===== config.mk =====
export PLATFORM = sky130hd
export DESIGN_NAME = bank_pitch_envelope_limiter_flat
export DESIGN_NICKNAME = d
export VERILOG_FILES = /design/src/rtl/bpel_pkg.sv /design/src/rtl/bpel_if.sv /design/src/rtl/bpel_front.sv /design/src/rtl/bpel_div_stage.sv /design/src/rtl/bpel_out_stage.sv /design/src/rtl/bank_pitch_envelope_limiter.sv /design/src/flat_wrapper.sv
export SDC_FILE = /design/constraint.sdc
export NUM_CORES = 2
export LEC_CHECK = 0
export BUFFER_PORTS_ARGS = -buffer_cell sky130_fd_sc_hd__buf_2
export CAP_MARGIN = 15
export CORE_MARGIN = 2
export CORE_UTILIZATION = 55
export DETAILED_ROUTE_END_ITERATION = 7
export GPL_TIMING_DRIVEN = 0
export PLACE_DENSITY = 0.74
export SYNTH_ARGS = -nofsm -noshare
export SYNTH_HDL_FRONTEND = slang
export SYNTH_SLANG_ARGS = --single-unit

===== constraint.sdc =====
create_clock -name clk_i -period 6.7 [get_ports clk_i]
set_input_delay 0.67 -clock clk_i [delete_from_list [all_inputs] [get_ports clk_i]]
set_output_delay 0.67 -clock clk_i [all_outputs]
set_load 0.05 [all_outputs]

===== src/rtl/bpel_pkg.sv =====
// ---------------------------------------------------------------------------
// Envelope limiter package
// Widths, servo constants, register codes and pipeline stage types.
// ---------------------------------------------------------------------------
package bpel_pkg;

  localparam int ANG_W      = 9;   // angles and thresholds, signed degrees
  localparam int CMD_W      = 12;  // servo pulse widths, us
  localparam int NUM_W      = 10;  // difference of two magnitudes
  localparam int MAG_W      = 9;   // magnitude of an angle, up to 256
  localparam int PROD_W     = 21;  // magnitude times servo half-range
  localparam int QUO_W      = 12;  // quotient bits
  localparam int DIV_STEPS  = 3;   // quotient bits per divider stage
  localparam int DIV_STAGES = QUO_W / DIV_STEPS;
  localparam int PIPE_DEPTH = DIV_STAGES + 3;

  localparam logic [CMD_W-1:0] ELEV_MIN_US = 12'd1000;
  localparam logic [CMD_W-1:0] ELEV_MID_US = 12'd1500;
  localparam logic [CMD_W-1:0] ELEV_MAX_US = 12'd2000;
  localparam logic [CMD_W-1:0] AIL_MIN_US  = 12'd1000;
  localparam logic [CMD_W-1:0] AIL_MID_US  = 12'd1500;
  localparam logic [CMD_W-1:0] AIL_MAX_US  = 12'd2000;

  localparam int CFG_NUM   = 8;
  localparam int CFG_IDX_W = 3;

  typedef enum logic [CFG_IDX_W-1:0] {
    CFG_PITCH_UP_UNSAFE    = 3'd0,
    CFG_PITCH_UP_EXTREME   = 3'd1,
    CFG_PITCH_DOWN_UNSAFE  = 3'd2,
    CFG_PITCH_DOWN_EXTREME = 3'd3,
    CFG_ROLL_RIGHT_UNSAFE  = 3'd4,
    CFG_ROLL_RIGHT_EXTREME = 3'd5,
    CFG_ROLL_LEFT_UNSAFE   = 3'd6,
    CFG_ROLL_LEFT_EXTREME  = 3'd7
  } cfg_idx_e;

  localparam logic signed [ANG_W-1:0] CFG_RESET [CFG_NUM] = '{
    -9'sd30, -9'sd60, 9'sd30, 9'sd60, -9'sd45, -9'sd80, 9'sd45, 9'sd80
  };

  // How the mapped value is merged into the command.
  typedef enum logic [1:0] {
    OP_PASS = 2'd0,
    OP_MIN  = 2'd1,
    OP_MAX  = 2'd2
  } op_e;

  // Where the mapped value comes from.
  typedef enum logic [1:0] {
    V_MID = 2'd0,
    V_LIM = 2'd1,
    V_DIV = 2'd2
  } mode_e;

  // Thresholds of one axis: branch a tests angle <= unsafe_a, branch b >= unsafe_b.
  typedef struct packed {
    logic signed [ANG_W-1:0] unsafe_a;
    logic signed [ANG_W-1:0] extreme_a;
    logic signed [ANG_W-1:0] unsafe_b;
    logic signed [ANG_W-1:0] extreme_b;
  } thr_t;

  typedef struct packed {
    logic [CMD_W-1:0] mid;
    logic [CMD_W-1:0] lim_a;
    logic [CMD_W-1:0] lim_b;
    op_e              op_a;
    op_e              op_b;
  } axis_cfg_t;

  typedef struct packed {
    op_e                     op;
    logic [CMD_W-1:0]        cmd;
    logic [CMD_W-1:0]        mid;
    logic [CMD_W-1:0]        lim;
    logic signed [NUM_W-1:0] num;
    logic signed [NUM_W-1:0] den;
  } s1_t;

  typedef struct packed {
    op_e               op;
    logic [CMD_W-1:0]  cmd;
    logic [CMD_W-1:0]  mid;
    logic [CMD_W-1:0]  lim;
    mode_e             mode;
    logic              up;
    logic [PROD_W-1:0] rem;
    logic [MAG_W-1:0]  den;
    logic [QUO_W-1:0]  quo;
  } div_t;

  function automatic logic [MAG_W-1:0] abs9(input logic signed [ANG_W-1:0] v);
    return v[ANG_W-1] ? (~v + 9'd1) : v;
  endfunction

  function automatic logic [MAG_W-1:0] abs10(input logic signed [NUM_W-1:0] v);
    logic [NUM_W-1:0] r;
    r = v[NUM_W-1] ? (~v + 10'd1) : v;
    return r[MAG_W-1:0];
  endfunction

endpackage


===== src/rtl/bpel_if.sv =====
// ---------------------------------------------------------------------------
// Envelope limiter stream interfaces
// Valid/ready channels for sensor-and-command words and limited commands.
// ---------------------------------------------------------------------------
interface bpel_in_if;
  logic                                 valid;
  logic                                 ready;
  logic signed [bpel_pkg::ANG_W-1:0]    pitch_deg;
  logic signed [bpel_pkg::ANG_W-1:0]    roll_deg;
  logic        [bpel_pkg::CMD_W-1:0]    pitch_cmd_in;
  logic        [bpel_pkg::CMD_W-1:0]    roll_cmd_in;
  logic                                 limiter_on;

  modport source (output valid, pitch_deg, roll_deg, pitch_cmd_in, roll_cmd_in,
                  limiter_on, input ready);
  modport sink   (input valid, pitch_deg, roll_deg, pitch_cmd_in, roll_cmd_in,
                  limiter_on, output ready);
endinterface

interface bpel_out_if;
  logic                         valid;
  logic                         ready;
  logic [bpel_pkg::CMD_W-1:0]   pitch_cmd_out;
  logic [bpel_pkg::CMD_W-1:0]   roll_cmd_out;

  modport source (output valid, pitch_cmd_out, roll_cmd_out, input ready);
  modport sink   (input valid, pitch_cmd_out, roll_cmd_out, output ready);
endinterface


===== src/rtl/bpel_front.sv =====
// ---------------------------------------------------------------------------
// Envelope limiter front end
// Branch select and magnitudes, then the product and the mapping mode.
// ---------------------------------------------------------------------------
module bpel_front (
  input  logic                              clk_i,
  input  logic                              en_s1_i,
  input  logic                              en_s2_i,
  input  logic signed [bpel_pkg::ANG_W-1:0] angle_i,
  input  logic        [bpel_pkg::CMD_W-1:0] cmd_i,
  input  logic                              on_i,
  input  bpel_pkg::thr_t                    thr_i,
  input  bpel_pkg::axis_cfg_t               acfg_i,
  output bpel_pkg::div_t                    div_o
);

  bpel_pkg::s1_t  s1_d, s1_q;
  bpel_pkg::div_t s2_d, s2_q;

  logic                              sel_a, sel_b;
  logic signed [bpel_pkg::ANG_W-1:0] unsafe, extreme;

  // Stage 1: pick the branch, take magnitudes and their differences.
  always_comb begin
    sel_a   = on_i && (angle_i <= thr_i.unsafe_a);
    sel_b   = on_i && !sel_a && (angle_i >= thr_i.unsafe_b);
    unsafe  = sel_a ? thr_i.unsafe_a  : thr_i.unsafe_b;
    extreme = sel_a ? thr_i.extreme_a : thr_i.extreme_b;
    s1_d.op  = sel_a ? acfg_i.op_a : (sel_b ? acfg_i.op_b : bpel_pkg::OP_PASS);
    s1_d.cmd = cmd_i;
    s1_d.mid = acfg_i.mid;
    s1_d.lim = sel_a ? acfg_i.lim_a : acfg_i.lim_b;
    s1_d.num = 10'({1'b0, bpel_pkg::abs9(angle_i)}) - 10'({1'b0, bpel_pkg::abs9(unsafe)});
    s1_d.den = 10'({1'b0, bpel_pkg::abs9(extreme)}) - 10'({1'b0, bpel_pkg::abs9(unsafe)});
  end

  always_ff @(posedge clk_i) begin
    if (en_s1_i) begin
      s1_q <= s1_d;
    end
  end

  logic [bpel_pkg::MAG_W-1:0] anum, aden;
  logic [bpel_pkg::CMD_W-1:0] adelta;
  logic                       up;

  // Stage 2: magnitude product and the cases that need no quotient.
  always_comb begin
    anum   = bpel_pkg::abs10(s1_q.num);
    aden   = bpel_pkg::abs10(s1_q.den);
    up     = s1_q.lim > s1_q.mid;
    adelta = up ? (s1_q.lim - s1_q.mid) : (s1_q.mid - s1_q.lim);
    s2_d.op  = s1_q.op;
    s2_d.cmd = s1_q.cmd;
    s2_d.mid = s1_q.mid;
    s2_d.lim = s1_q.lim;
    s2_d.up  = up;
    s2_d.rem = {12'd0, anum} * {9'd0, adelta};
    s2_d.den = aden;
    s2_d.quo = '0;
    if (s1_q.den == '0) begin
      s2_d.mode = bpel_pkg::V_LIM;        // zero span saturates to the far limit
    end else if (s1_q.num[bpel_pkg::NUM_W-1] ^ s1_q.den[bpel_pkg::NUM_W-1]) begin
      s2_d.mode = bpel_pkg::V_MID;        // quotient points away from the limit
    end else if (anum >= aden) begin
      s2_d.mode = bpel_pkg::V_LIM;        // quotient reaches the half-range
    end else begin
      s2_d.mode = bpel_pkg::V_DIV;
    end
  end

  always_ff @(posedge clk_i) begin
    if (en_s2_i) begin
      s2_q <= s2_d;
    end
  end

  assign div_o = s2_q;

endmodule


===== src/rtl/bpel_div_stage.sv =====
// ---------------------------------------------------------------------------
// Envelope limiter divider stage
// Restoring long division, a few quotient bits per stage.
// ---------------------------------------------------------------------------
module bpel_div_stage (
  input  logic           clk_i,
  input  logic           en_i,
  input  bpel_pkg::div_t d_i,
  output bpel_pkg::div_t d_o
);

  bpel_pkg::div_t               d_d, d_q;
  logic [bpel_pkg::PROD_W-1:0]  r, dsh;
  logic [bpel_pkg::QUO_W-1:0]   q;

  always_comb begin
    d_d = d_i;
    r   = d_i.rem;
    q   = d_i.quo;
    dsh = 21'(d_i.den) << (bpel_pkg::QUO_W - 1);
    for (int i = 0; i < bpel_pkg::DIV_STEPS; i++) begin
      if (r >= dsh) begin
        r = r - dsh;
        q = {q[bpel_pkg::QUO_W-2:0], 1'b1};
      end else begin
        q = {q[bpel_pkg::QUO_W-2:0], 1'b0};
      end
      r = r << 1;
    end
    d_d.rem = r;
    d_d.quo = q;
  end

  always_ff @(posedge clk_i) begin
    if (en_i) begin
      d_q <= d_d;
    end
  end

  assign d_o = d_q;

endmodule


===== src/rtl/bpel_out_stage.sv =====
// ---------------------------------------------------------------------------
// Envelope limiter output stage
// Build the mapped command and merge it with the requested one.
// ---------------------------------------------------------------------------
module bpel_out_stage (
  input  logic                       clk_i,
  input  logic                       en_i,
  input  bpel_pkg::div_t             d_i,
  output logic [bpel_pkg::CMD_W-1:0] cmd_o
);

  logic [bpel_pkg::CMD_W:0]   sum;
  logic [bpel_pkg::CMD_W-1:0] v, cmd_d, cmd_q;

  always_comb begin
    sum = d_i.up ? ({1'b0, d_i.mid} + {1'b0, d_i.quo})
                 : ({1'b0, d_i.mid} - {1'b0, d_i.quo});
    case (d_i.mode)
      bpel_pkg::V_LIM: v = d_i.lim;
      bpel_pkg::V_DIV: v = sum[bpel_pkg::CMD_W-1:0];
      default:         v = d_i.mid;
    endcase
    case (d_i.op)
      bpel_pkg::OP_MIN: cmd_d = (v < d_i.cmd) ? v : d_i.cmd;
      bpel_pkg::OP_MAX: cmd_d = (v > d_i.cmd) ? v : d_i.cmd;
      default:          cmd_d = d_i.cmd;
    endcase
  end

  always_ff @(posedge clk_i) begin
    if (en_i) begin
      cmd_q <= cmd_d;
    end
  end

  assign cmd_o = cmd_q;

endmodule


===== src/rtl/bank_pitch_envelope_limiter.sv =====
// Throughput: one word per cycle; back-pressure holds only the occupied tail.
// The depth is set by the quotient: four divider stages of three bits each,
// behind a select stage and a multiply stage, then the output register.
// Reset: thresholds return to their defaults, all stage valid bits clear.
// ---------------------------------------------------------------------------
// Bank and pitch envelope limiter
// Limits elevator and aileron commands when pitch or roll leave the envelope.
// ---------------------------------------------------------------------------
module bank_pitch_envelope_limiter #(
  parameter logic [bpel_pkg::CMD_W-1:0] ELEV_MIN_US = bpel_pkg::ELEV_MIN_US,
  parameter logic [bpel_pkg::CMD_W-1:0] ELEV_MID_US = bpel_pkg::ELEV_MID_US,
  parameter logic [bpel_pkg::CMD_W-1:0] ELEV_MAX_US = bpel_pkg::ELEV_MAX_US,
  parameter logic [bpel_pkg::CMD_W-1:0] AIL_MIN_US  = bpel_pkg::AIL_MIN_US,
  parameter logic [bpel_pkg::CMD_W-1:0] AIL_MID_US  = bpel_pkg::AIL_MID_US,
  parameter logic [bpel_pkg::CMD_W-1:0] AIL_MAX_US  = bpel_pkg::AIL_MAX_US
) (
  input  logic                                  clk_i,
  input  logic                                  rst_ni,
  input  logic                                  cfg_we_i,
  input  logic [bpel_pkg::CFG_IDX_W-1:0]        cfg_idx_i,
  input  logic signed [bpel_pkg::ANG_W-1:0]     cfg_data_i,
  bpel_in_if.sink                               in_i,
  bpel_out_if.source                            out_o
);

  // -------------------------------------------------------------------------
  // Threshold registers, to be written by the user only while the pipeline is empty; the block does not enforce it.
  // -------------------------------------------------------------------------
  logic signed [bpel_pkg::ANG_W-1:0] cfg_q [bpel_pkg::CFG_NUM];

  always_ff @(posedge clk_i or negedge rst_ni) begin
    if (!rst_ni) begin
      for (int i = 0; i < bpel_pkg::CFG_NUM; i++) begin
        cfg_q[i] <= bpel_pkg::CFG_RESET[i];
      end
    end else if (cfg_we_i) begin
      cfg_q[cfg_idx_i] <= cfg_data_i;
    end
  end

  // -------------------------------------------------------------------------
  // Per-axis branch wiring. Pitch: nose-up first (toward elevator minimum,
  // keep the smaller command), then nose-down. Roll: right bank first
  // (toward aileron maximum, keep the larger), then left bank.
  // -------------------------------------------------------------------------
  bpel_pkg::thr_t      pitch_thr, roll_thr;
  bpel_pkg::axis_cfg_t pitch_acfg, roll_acfg;

  always_comb begin
    pitch_thr.unsafe_a  = cfg_q[bpel_pkg::CFG_PITCH_UP_UNSAFE];
    pitch_thr.extreme_a = cfg_q[bpel_pkg::CFG_PITCH_UP_EXTREME];
    pitch_thr.unsafe_b  = cfg_q[bpel_pkg::CFG_PITCH_DOWN_UNSAFE];
    pitch_thr.extreme_b = cfg_q[bpel_pkg::CFG_PITCH_DOWN_EXTREME];
    roll_thr.unsafe_a   = cfg_q[bpel_pkg::CFG_ROLL_RIGHT_UNSAFE];
    roll_thr.extreme_a  = cfg_q[bpel_pkg::CFG_ROLL_RIGHT_EXTREME];
    roll_thr.unsafe_b   = cfg_q[bpel_pkg::CFG_ROLL_LEFT_UNSAFE];
    roll_thr.extreme_b  = cfg_q[bpel_pkg::CFG_ROLL_LEFT_EXTREME];

    pitch_acfg.mid   = ELEV_MID_US;
    pitch_acfg.lim_a = ELEV_MIN_US;
    pitch_acfg.op_a  = bpel_pkg::OP_MIN;
    pitch_acfg.lim_b = ELEV_MAX_US;
    pitch_acfg.op_b  = bpel_pkg::OP_MAX;

    roll_acfg.mid    = AIL_MID_US;
    roll_acfg.lim_a  = AIL_MAX_US;
    roll_acfg.op_a   = bpel_pkg::OP_MAX;
    roll_acfg.lim_b  = AIL_MIN_US;
    roll_acfg.op_b   = bpel_pkg::OP_MIN;
  end

  // -------------------------------------------------------------------------
  // Valid chain. A stage loads when it is empty or the stage after it loads,
  // so bubbles collapse and a stall freezes exactly the occupied tail.
  // Stage 0 select, 1 multiply, 2..5 divide, 6 output register.
  // -------------------------------------------------------------------------
  logic [bpel_pkg::PIPE_DEPTH-1:0] vld_q, vld_d, en;

  always_comb begin
    en[bpel_pkg::PIPE_DEPTH-1] = !vld_q[bpel_pkg::PIPE_DEPTH-1] || out_o.ready;
    for (int k = bpel_pkg::PIPE_DEPTH - 2; k >= 0; k--) begin
      en[k] = !vld_q[k] || en[k+1];
    end
    vld_d = vld_q;
    if (en[0]) begin
      vld_d[0] = in_i.valid;
    end
    for (int k = 1; k < bpel_pkg::PIPE_DEPTH; k++) begin
      if (en[k]) begin
        vld_d[k] = vld_q[k-1];
      end
    end
  end

  always_ff @(posedge clk_i or negedge rst_ni) begin
    if (!rst_ni) begin
      vld_q <= '0;
    end else begin
      vld_q <= vld_d;
    end
  end

  assign in_i.ready  = en[0];
  assign out_o.valid = vld_q[bpel_pkg::PIPE_DEPTH-1];

  // -------------------------------------------------------------------------
  // Datapath: two identical axis pipelines.
  // -------------------------------------------------------------------------
  bpel_pkg::div_t pitch_div [bpel_pkg::DIV_STAGES+1];
  bpel_pkg::div_t roll_div  [bpel_pkg::DIV_STAGES+1];

  bpel_front u_pitch_front (
    .clk_i   (clk_i),
    .en_s1_i (en[0]),
    .en_s2_i (en[1]),
    .angle_i (in_i.pitch_deg),
    .cmd_i   (in_i.pitch_cmd_in),
    .on_i    (in_i.limiter_on),
    .thr_i   (pitch_thr),
    .acfg_i  (pitch_acfg),
    .div_o   (pitch_div[0])
  );

  bpel_front u_roll_front (
    .clk_i   (clk_i),
    .en_s1_i (en[0]),
    .en_s2_i (en[1]),
    .angle_i (in_i.roll_deg),
    .cmd_i   (in_i.roll_cmd_in),
    .on_i    (in_i.limiter_on),
    .thr_i   (roll_thr),
    .acfg_i  (roll_acfg),
    .div_o   (roll_div[0])
  );

  for (genvar g = 0; g < bpel_pkg::DIV_STAGES; g++) begin : g_div
    bpel_div_stage u_pitch_div (
      .clk_i (clk_i),
      .en_i  (en[g+2]),
      .d_i   (pitch_div[g]),
      .d_o   (pitch_div[g+1])
    );

    bpel_div_stage u_roll_div (
      .clk_i (clk_i),
      .en_i  (en[g+2]),
      .d_i   (roll_div[g]),
      .d_o   (roll_div[g+1])
    );
  end

  bpel_out_stage u_pitch_out (
    .clk_i (clk_i),
    .en_i  (en[bpel_pkg::PIPE_DEPTH-1]),
    .d_i   (pitch_div[bpel_pkg::DIV_STAGES]),
    .cmd_o (out_o.pitch_cmd_out)
  );

  bpel_out_stage u_roll_out (
    .clk_i (clk_i),
    .en_i  (en[bpel_pkg::PIPE_DEPTH-1]),
    .d_i   (roll_div[bpel_pkg::DIV_STAGES]),
    .cmd_o (out_o.roll_cmd_out)
  );

endmodule


===== src/flat_wrapper.sv =====
// flat-port wrapper written by rule: the top's interface ports become plain ports
module bank_pitch_envelope_limiter_flat 
#(
  parameter logic [bpel_pkg::CMD_W-1:0] ELEV_MIN_US = bpel_pkg::ELEV_MIN_US,
  parameter logic [bpel_pkg::CMD_W-1:0] ELEV_MID_US = bpel_pkg::ELEV_MID_US,
  parameter logic [bpel_pkg::CMD_W-1:0] ELEV_MAX_US = bpel_pkg::ELEV_MAX_US,
  parameter logic [bpel_pkg::CMD_W-1:0] AIL_MIN_US  = bpel_pkg::AIL_MIN_US,
  parameter logic [bpel_pkg::CMD_W-1:0] AIL_MID_US  = bpel_pkg::AIL_MID_US,
  parameter logic [bpel_pkg::CMD_W-1:0] AIL_MAX_US  = bpel_pkg::AIL_MAX_US
)
  (clk_i, rst_ni, cfg_we_i, cfg_idx_i, cfg_data_i, in_i_valid, in_i_pitch_deg, in_i_roll_deg, in_i_pitch_cmd_in, in_i_roll_cmd_in, in_i_limiter_on, in_i_ready, out_o_valid, out_o_pitch_cmd_out, out_o_roll_cmd_out, out_o_ready);
  bpel_in_if in_i_i ();
  bpel_out_if out_o_i ();
  input  logic clk_i;
  input  logic rst_ni;
  input  logic cfg_we_i;
  input  logic [bpel_pkg::CFG_IDX_W-1:0] cfg_idx_i;
  input  logic signed [bpel_pkg::ANG_W-1:0] cfg_data_i;
  input wire logic [$bits(in_i_i.valid)-1:0] in_i_valid;
  input wire logic [$bits(in_i_i.pitch_deg)-1:0] in_i_pitch_deg;
  input wire logic [$bits(in_i_i.roll_deg)-1:0] in_i_roll_deg;
  input wire logic [$bits(in_i_i.pitch_cmd_in)-1:0] in_i_pitch_cmd_in;
  input wire logic [$bits(in_i_i.roll_cmd_in)-1:0] in_i_roll_cmd_in;
  input wire logic [$bits(in_i_i.limiter_on)-1:0] in_i_limiter_on;
  output wire logic [$bits(in_i_i.ready)-1:0] in_i_ready;
  output wire logic [$bits(out_o_i.valid)-1:0] out_o_valid;
  output wire logic [$bits(out_o_i.pitch_cmd_out)-1:0] out_o_pitch_cmd_out;
  output wire logic [$bits(out_o_i.roll_cmd_out)-1:0] out_o_roll_cmd_out;
  input wire logic [$bits(out_o_i.ready)-1:0] out_o_ready;
  assign in_i_i.valid = in_i_valid;
  assign in_i_i.pitch_deg = in_i_pitch_deg;
  assign in_i_i.roll_deg = in_i_roll_deg;
  assign in_i_i.pitch_cmd_in = in_i_pitch_cmd_in;
  assign in_i_i.roll_cmd_in = in_i_roll_cmd_in;
  assign in_i_i.limiter_on = in_i_limiter_on;
  assign in_i_ready = in_i_i.ready;
  assign out_o_valid = out_o_i.valid;
  assign out_o_pitch_cmd_out = out_o_i.pitch_cmd_out;
  assign out_o_roll_cmd_out = out_o_i.roll_cmd_out;
  assign out_o_i.ready = out_o_ready;
  bank_pitch_envelope_limiter #(.ELEV_MIN_US(ELEV_MIN_US), .ELEV_MID_US(ELEV_MID_US), .ELEV_MAX_US(ELEV_MAX_US), .AIL_MIN_US(AIL_MIN_US), .AIL_MID_US(AIL_MID_US), .AIL_MAX_US(AIL_MAX_US)) u_core (.clk_i(clk_i), .rst_ni(rst_ni), .cfg_we_i(cfg_we_i), .cfg_idx_i(cfg_idx_i), .cfg_data_i(cfg_data_i), .in_i(in_i_i), .out_o(out_o_i));
endmodule

# After elaboration in Yosys (flattened, before gate mapping)

Cells that the tools add are included.

Word-level logic and storage cells: 324
Output and inout port bits: 26
Register bits: 779
Input port bits: 60

Multiplexer cells: 83
$lt $le $gt $ge: 38
Equal/unequal tests: 8
Multiply operators: 2
Reduce and logical (&&, ||, !) cells: 27
Bitwise operators: 13
Add/subtract/negate cells: 44

Operators with widths:

| cell                                                                               | number |
|---|---|
| 21-bit by 20-bit >= comparator with 1-bit output                                   | 24 |
| 20-bit 2-to-1 mux                                                                  | 22 |
| 20-bit subtractor                                                                  | 22 |
| 9-bit 2-to-1 mux                                                                   | 15 |
| 12-bit 2-to-1 mux                                                                  | 8 |
| 12-bit one-hot mux with 2 select lines                                             | 4 |
| 9-bit by 1-bit adder with 9-bit output (second input constant)                     | 10 |
| 9-bit NOT                                                                          | 10 |
| 72-bit bitwise mux                                                                 | 1 |
| 11-bit by 12-bit subtractor with 12-bit output (first input constant)              | 4 |
| 9-bit by 12-bit multiplier with 21-bit output                                      | 2 |
| 9-bit by 9-bit subtractor with 10-bit output                                       | 4 |
| 9-bit >= comparator                                                                | 4 |
| 9-bit demux with 3-bit select                                                      | 1 |
| 1-bit 2-to-1 mux                                                                   | 27 |
| 11-bit by 12-bit adder with 12-bit output (first input constant)                   | 2 |
| 12-bit by 11-bit greater-than comparator with 1-bit output (second input constant) | 2 |
| 12-bit greater-than comparator                                                     | 2 |
| 12-bit less-than comparator                                                        | 2 |
| 12-bit by 11-bit subtractor with 12-bit output (second input constant)             | 2 |
| 11-bit 2-to-1 mux                                                                  | 2 |
| 10-bit zero test                                                                   | 2 |
| 9-bit less-or-equal comparator                                                     | 2 |
| 1-bit zero test                                                                    | 9 |
| other kinds (10)                                                                   | 32 |

# Longest topological paths before layout

Word-level depth: 8
Depth in mapped cells: 34
Gate-level depth less buffers: 31

# By module

From an unflattened synthesis, not the netlist that was laid out.

Cell total of the unflattened synthesis: 5,121
Area, all modules: 60,843.4 um^2

Modules (own cells, without submodules):

| module                                            | seq. area each (um^2) | cells each | area each (um^2) | instances |
|---|---|---|---|---|
| bpel_div_stage at u_core.g_div[0].u_pitch_div ... | 2,402.3               | 270        | 3,888.7          | 5 |
| bpel_front at u_core.u_roll_front                 | 3,873.7               | 1,171      | 11,488.5         | 1 |
| bpel_front at u_core.u_pitch_front                | 3,873.7               | 1,112      | 11,212.0         | 1 |
| bpel_out_stage                                    | 360.3                 | 243        | 1,973.1          | 2 |
| bpel_div_stage at u_core.g_div[2].u_roll_div      | 2,402.3               | 272        | 3,895.0          | 1 |
| bpel_div_stage at u_core.g_div[3].u_pitch_div     | 2,402.3               | 271        | 3,892.5          | 1 |
| bpel_div_stage at u_core.g_div[3].u_roll_div      | 2,402.3               | 274        | 3,892.5          | 1 |
| bank_pitch_envelope_limiter                       | 2,018.2               | 185        | 3,072.9          | 1 |

# Least setup slack after synthesis

Ideal clock, no wire load.

Kind: register to register
Start point: register u_core.vld_q[6] (netlist bit)
End point: register u_core.u_pitch_front.s1_q[0] (netlist bit), enable pin
Slack: -1.082 ns
Arrival: 6.528 ns
Path buffers: 0
Cell stages (with the launch flop): 5
Cell sequence: dfrtp_1 nor2b_1 nand3_1 nor2_1 nand4_1

Cells in the longest elaborated chain, start to end: 8

Ends and longest elaborated chain:

| item                                 | RTL line                          | text |
|---|---|---|
| from (decl)                          | bank_pitch_envelope_limiter.sv:77 | `logic [bpel_pkg::PIPE_DEPTH-1:0] vld_q, vld_d, en;` |
| from (signal assigned)               | bank_pitch_envelope_limiter.sv:99 | `vld_q <= vld_d;` |
| 1-bit zero test                      | bank_pitch_envelope_limiter.sv:80 | `en[bpel_pkg::PIPE_DEPTH-1] = !vld_q[bpel_pkg::PIPE_DEPTH-1] \|\| out_o.ready;` |
| 1-bit logical OR                     | bank_pitch_envelope_limiter.sv:80 |  |
| 1-bit logical OR (2 in series)       | bank_pitch_envelope_limiter.sv:82 | `en[k] = !vld_q[k] \|\| en[k+1];` |
| net u_core.g_div[2].u_pitch_div.en_i | bpel_div_stage.sv:7               | `input logic en_i,` |
| 1-bit logical OR (4 in series)       | bank_pitch_envelope_limiter.sv:82 |  |
| net in_i_ready                       | flat_wrapper.sv:25                | `output wire logic [$bits(in_i_i.ready)-1:0] in_i_ready;` |
| to (signal assigned)                 | bpel_front.sv:39                  | `s1_q <= s1_d;` |
| to (decl)                            | bpel_front.sv:17                  | `bpel_pkg::s1_t s1_d, s1_q;` |

The timed path passes the listed nets, and every way through them passes these cells.
A chain may end at the register's enable or synchronous reset.

==> metrics.md <==
| Metric | Value |
|---|---|
| Clock transition at the registers of the reported paths | `0.06 ns` |
| Number of distinct library cells after synthesis | `82` |
| Asr flop ratio synth | `13.1%` |
| Max-cap viol count | `0` |
| Final WL | `85,900 um` |
| Final Hold Viols | `0` |
| Core footprint | `74,300 um2` |
| Nets@finish | `4,621` |
| CP required | `7.06 ns` |
| Row count | `100` |
| Sequential-to-total area share from yosys stat | `43.1%` |
| Final estimated routing congestion in global placement | `0.915` |
| DRC | `0` |
| R2R depth | `32` |
| Worst slew pin tran | `0.945 ns` |
| Flop2flop setup slack | `0.29 ns` |
| Post-DRT Antenna Nets | `0` |
| Final worst clock skew | `0.0232 ns` |
| Global-route wire length before repair | `139,000 um` |
| Initial antenna violation count | `1` |
| Min Tclk post-route | `6.41 ns` |
| Yosys reg bits | `603` |
| Vias | `28.5k` |
| Post-Syn Nets | `4,409` |
| H-tree Lvls | `2` |
| Hold Startpoint | `in_i_pitch_cmd_in[8]` |
| Setup violations, final | `0` |
| Detailed Routing Iterations Pass 1 | `5` |
| Worst-skew pair later-pin latency | `0.63 ns` |
| Worst r2r dst | `u_core.g_div[2].u_roll_div.d_o[41]` |
| Layout cells sized above 1 | `13.3%` |
| Placed cell area | `43,100 um2` |
| TritonCTS clock tree | `yes` |
| Clk buf depth | `3` |
| WS Path Type | `register to register` |
| Port buffer count | `81` |
| Vias per cell | `5.66` |
| Critical-path top delay cell | `edfxtp_1` |
| Vias in the first global route | `27.6k` |
| Final period utilization | `95.6%` |
| Commonest non-fill, non-tap cell in the layout | `edfxtp_1` |
| Slew headroom | `36.6%` |
| Post-DP HPWL | `64,900 um` |
| Die extent in x | `278 um` |
| Largest net degree at the start of global routing | `76` |
| CP most frequent cell | `inv_1` |
| Critical Path Start Type | `register` |
| Fin area | `46,100 um2` |
| Critical Path AT | `6.76 ns` |
| FF-to-FF Start | `u_core.g_div[1].u_roll_div.d_o[32]` |
| DRT iter0 DRCs | `1,904` |
| Die area | `77,200 um2` |
| Mapped Cells | `3,811` |
| DR WL/cell | `17.0 um` |
| WHS Path Cells | `1` |
| Main synth FF type | `edfxtp_1` |
| Synth Area per Inst | `10.8 um2` |
| # fillers | `5,894` |
| Io pins | `86` |
| Slowest cell delay on critical path | `0.42 ns` |
| Starting density of the core | `55.5%` |
| Yosys Warn Count | `0` |
| Tot GR Track Use | `22.0%` |
| Syn Std Cell Area | `41,200 um2` |
| TNS Setup | `0 ns` |
| Area delta synth->final | `11.9%` |
| Min-delay worst type | `input pin to register` |
| CTS root buf | `clkbuf_16` |
| Fmax | `0.156 GHz` |
| Run status | `completed` |
| Slew Limit Fails | `0` |
| Crit end category | `register` |
| Total grt overflow | `0` |
| Post-synth EDFFs | `524` |
| CTS buffer count | `61` |
| Diode count | `0` |
| Die height | `278 um` |
| Clock Sinks | `603` |
| Commonest non-fill, non-tap cells in the layout | `524 x edfxtp_1, 474 x inv_1, 424 x ha_1, 239 x nand2_1, 204 x nor2_1` |
| Min-Delay Endpoint | `u_core.u_pitch_front.s1_q[52]` |
| Crit-path max FO | `10` |
cell usage after synthesis (7+ instances only):
cell,count,share of area [%]
o31ai_1,29,0.53
o221ai_1,15,0.32
ha_1,432,13
a22oi_1,14,0.25
dfrtp_1,46,2.8
a221o_1,10,0.24
o21a_1,24,0.44
a21o_1,109,2.0
nand2b_1,71,1.1
or2_2,11,0.17
a211o_1,10,0.21
o41ai_1,7,0.15
nand4b_1,7,0.15
nor2_1,209,1.9
nor2b_1,69,1.0
nor3_1,47,0.57
nand2_1,241,2.2
nand4_1,53,0.80
dfstp_2,33,2.1
mux2i_1,54,1.3
o21bai_1,23,0.42
o211ai_1,13,0.24
nor4_1,20,0.30
a21boi_0,14,0.25
nor3b_1,8,0.15
or3_1,28,0.42
and2_1,15,0.23
nand3_1,50,0.61
xor2_1,88,1.9
a2111oi_0,13,0.28
fa_1,106,5.1
xnor2_1,196,4.2
mux2_2,133,3.6
o22ai_1,12,0.18
a211oi_1,15,0.27
inv_1,477,4.3
a31oi_1,17,0.26
a21oi_1,214,2.6
clkbuf_1,54,0.49
edfxtp_1,524,38
o21ai_0,188,2.3
a22o_1,9,0.19
area by class of cell:
| class | count | area [um2] | share of cell area (%) |
|---|---|---|---|
| Sequential cell | 603 | 17800 | 38.5 |
| Buffer | 66 | 347 | 0.751 |
| Tap cell | 969 | 1210 | 2.63 |
| Inverter | 482 | 1820 | 3.94 |
| Multi-Input combinational cell | 2659 | 21900 | 47.5 |
| Clock buffer | 74 | 1620 | 3.50 |
| Clock inverter | 40 | 394 | 0.854 |
| Timing Repair Buffer | 150 | 1080 | 2.34 |
critical path, delay by kind of cell, from the launching register on:
kind	cells	cell delay, ns
mux	1	0.25
compound gates	13	2.39
fa+ha+maj	4	1.23
buf+inv	6	0.72
simple gates	8	1.13
flops	1	0.42
metal layers:
metal  vias to the layer above  global-route usage (%)  share of wire [%]
li1                      14100                       -                  -
met1                     13700                    30.8                 46
met2                       685                    36.1                 46
met3                       137                    2.94                5.2
met4                         0                    5.72                2.4
met5                         -                       0                  0
logic make-up after synthesis:
logic type | after synthesis | share of synthesized area (%)
adder cells (fa/ha/maj) | 538 | 18.3
multiplexers | 187 | 4.94
flip-flops | 603 | 43.1
buffers and inverters | 549 | 5.03
AO/OA/AOI/OAI | 789 | 12.4
AND/OR/NAND/NOR | 861 | 10.3
XOR/XNOR | 284 | 6.03
metrics by stage:
stage	util (%)	setup WS, ns	hold slack [ns]	cells
after detailed placement	58.0	-1.25	0.405	4871
after CTS	61.4	0.0152	0.169	5016
after global routing	62.1	-0.0576	0.181	5043
final	62.1	0.294	0.208	5043
after global placement	57.7	-2.42	0.400	4861
after floorplan	-	0.0585	0.374	3811
registers in the layout, summed over array words and instances, names as in the netlist:
signal	count
u_core.vld_q	7
u_core.g_div.u_roll_div.d_o	168
u_core.u_roll_out.cmd_o	12
u_core.u_pitch_out.cmd_o	12
u_core.u_pitch_front.s1_q	36
u_core.u_pitch_front.div_o	46
u_core.g_div.u_pitch_div.d_o	168
u_core.u_roll_front.s1_q	36
u_core.cfg_q	72
u_core.u_roll_front.div_o	46
worst max path at each step:
stage                                                    from                                  end  slack [ns]
after floorplan                               u_core.vld_q[6]         u_core.u_pitch_front.s1_q[0]        0.06
after detailed placement  u_core.g_div[1].u_pitch_div.d_o[13]  u_core.g_div[2].u_pitch_div.d_o[37]       -1.25
after global placement                            out_o_ready                           in_i_ready       -2.42
after global routing       u_core.g_div[1].u_roll_div.d_o[32]   u_core.g_div[2].u_roll_div.d_o[41]       -0.06
after CTS                      u_core.u_pitch_front.div_o[12]  u_core.g_div[0].u_pitch_div.d_o[37]        0.02
final                      u_core.g_div[1].u_roll_div.d_o[32]   u_core.g_div[2].u_roll_div.d_o[41]        0.29
repair_timing:
action,in CTS,in global routing
gates resized for setup,63,85
setup buffers,30,27
hold buffers,1,0
setup endpoints to repair,58,61
pin swaps,14,29
endpoints found under the hold margin,10,0
Power is not shown: default switching activity piles up to over one toggle a cycle in this logic, so the estimate is an artifact.
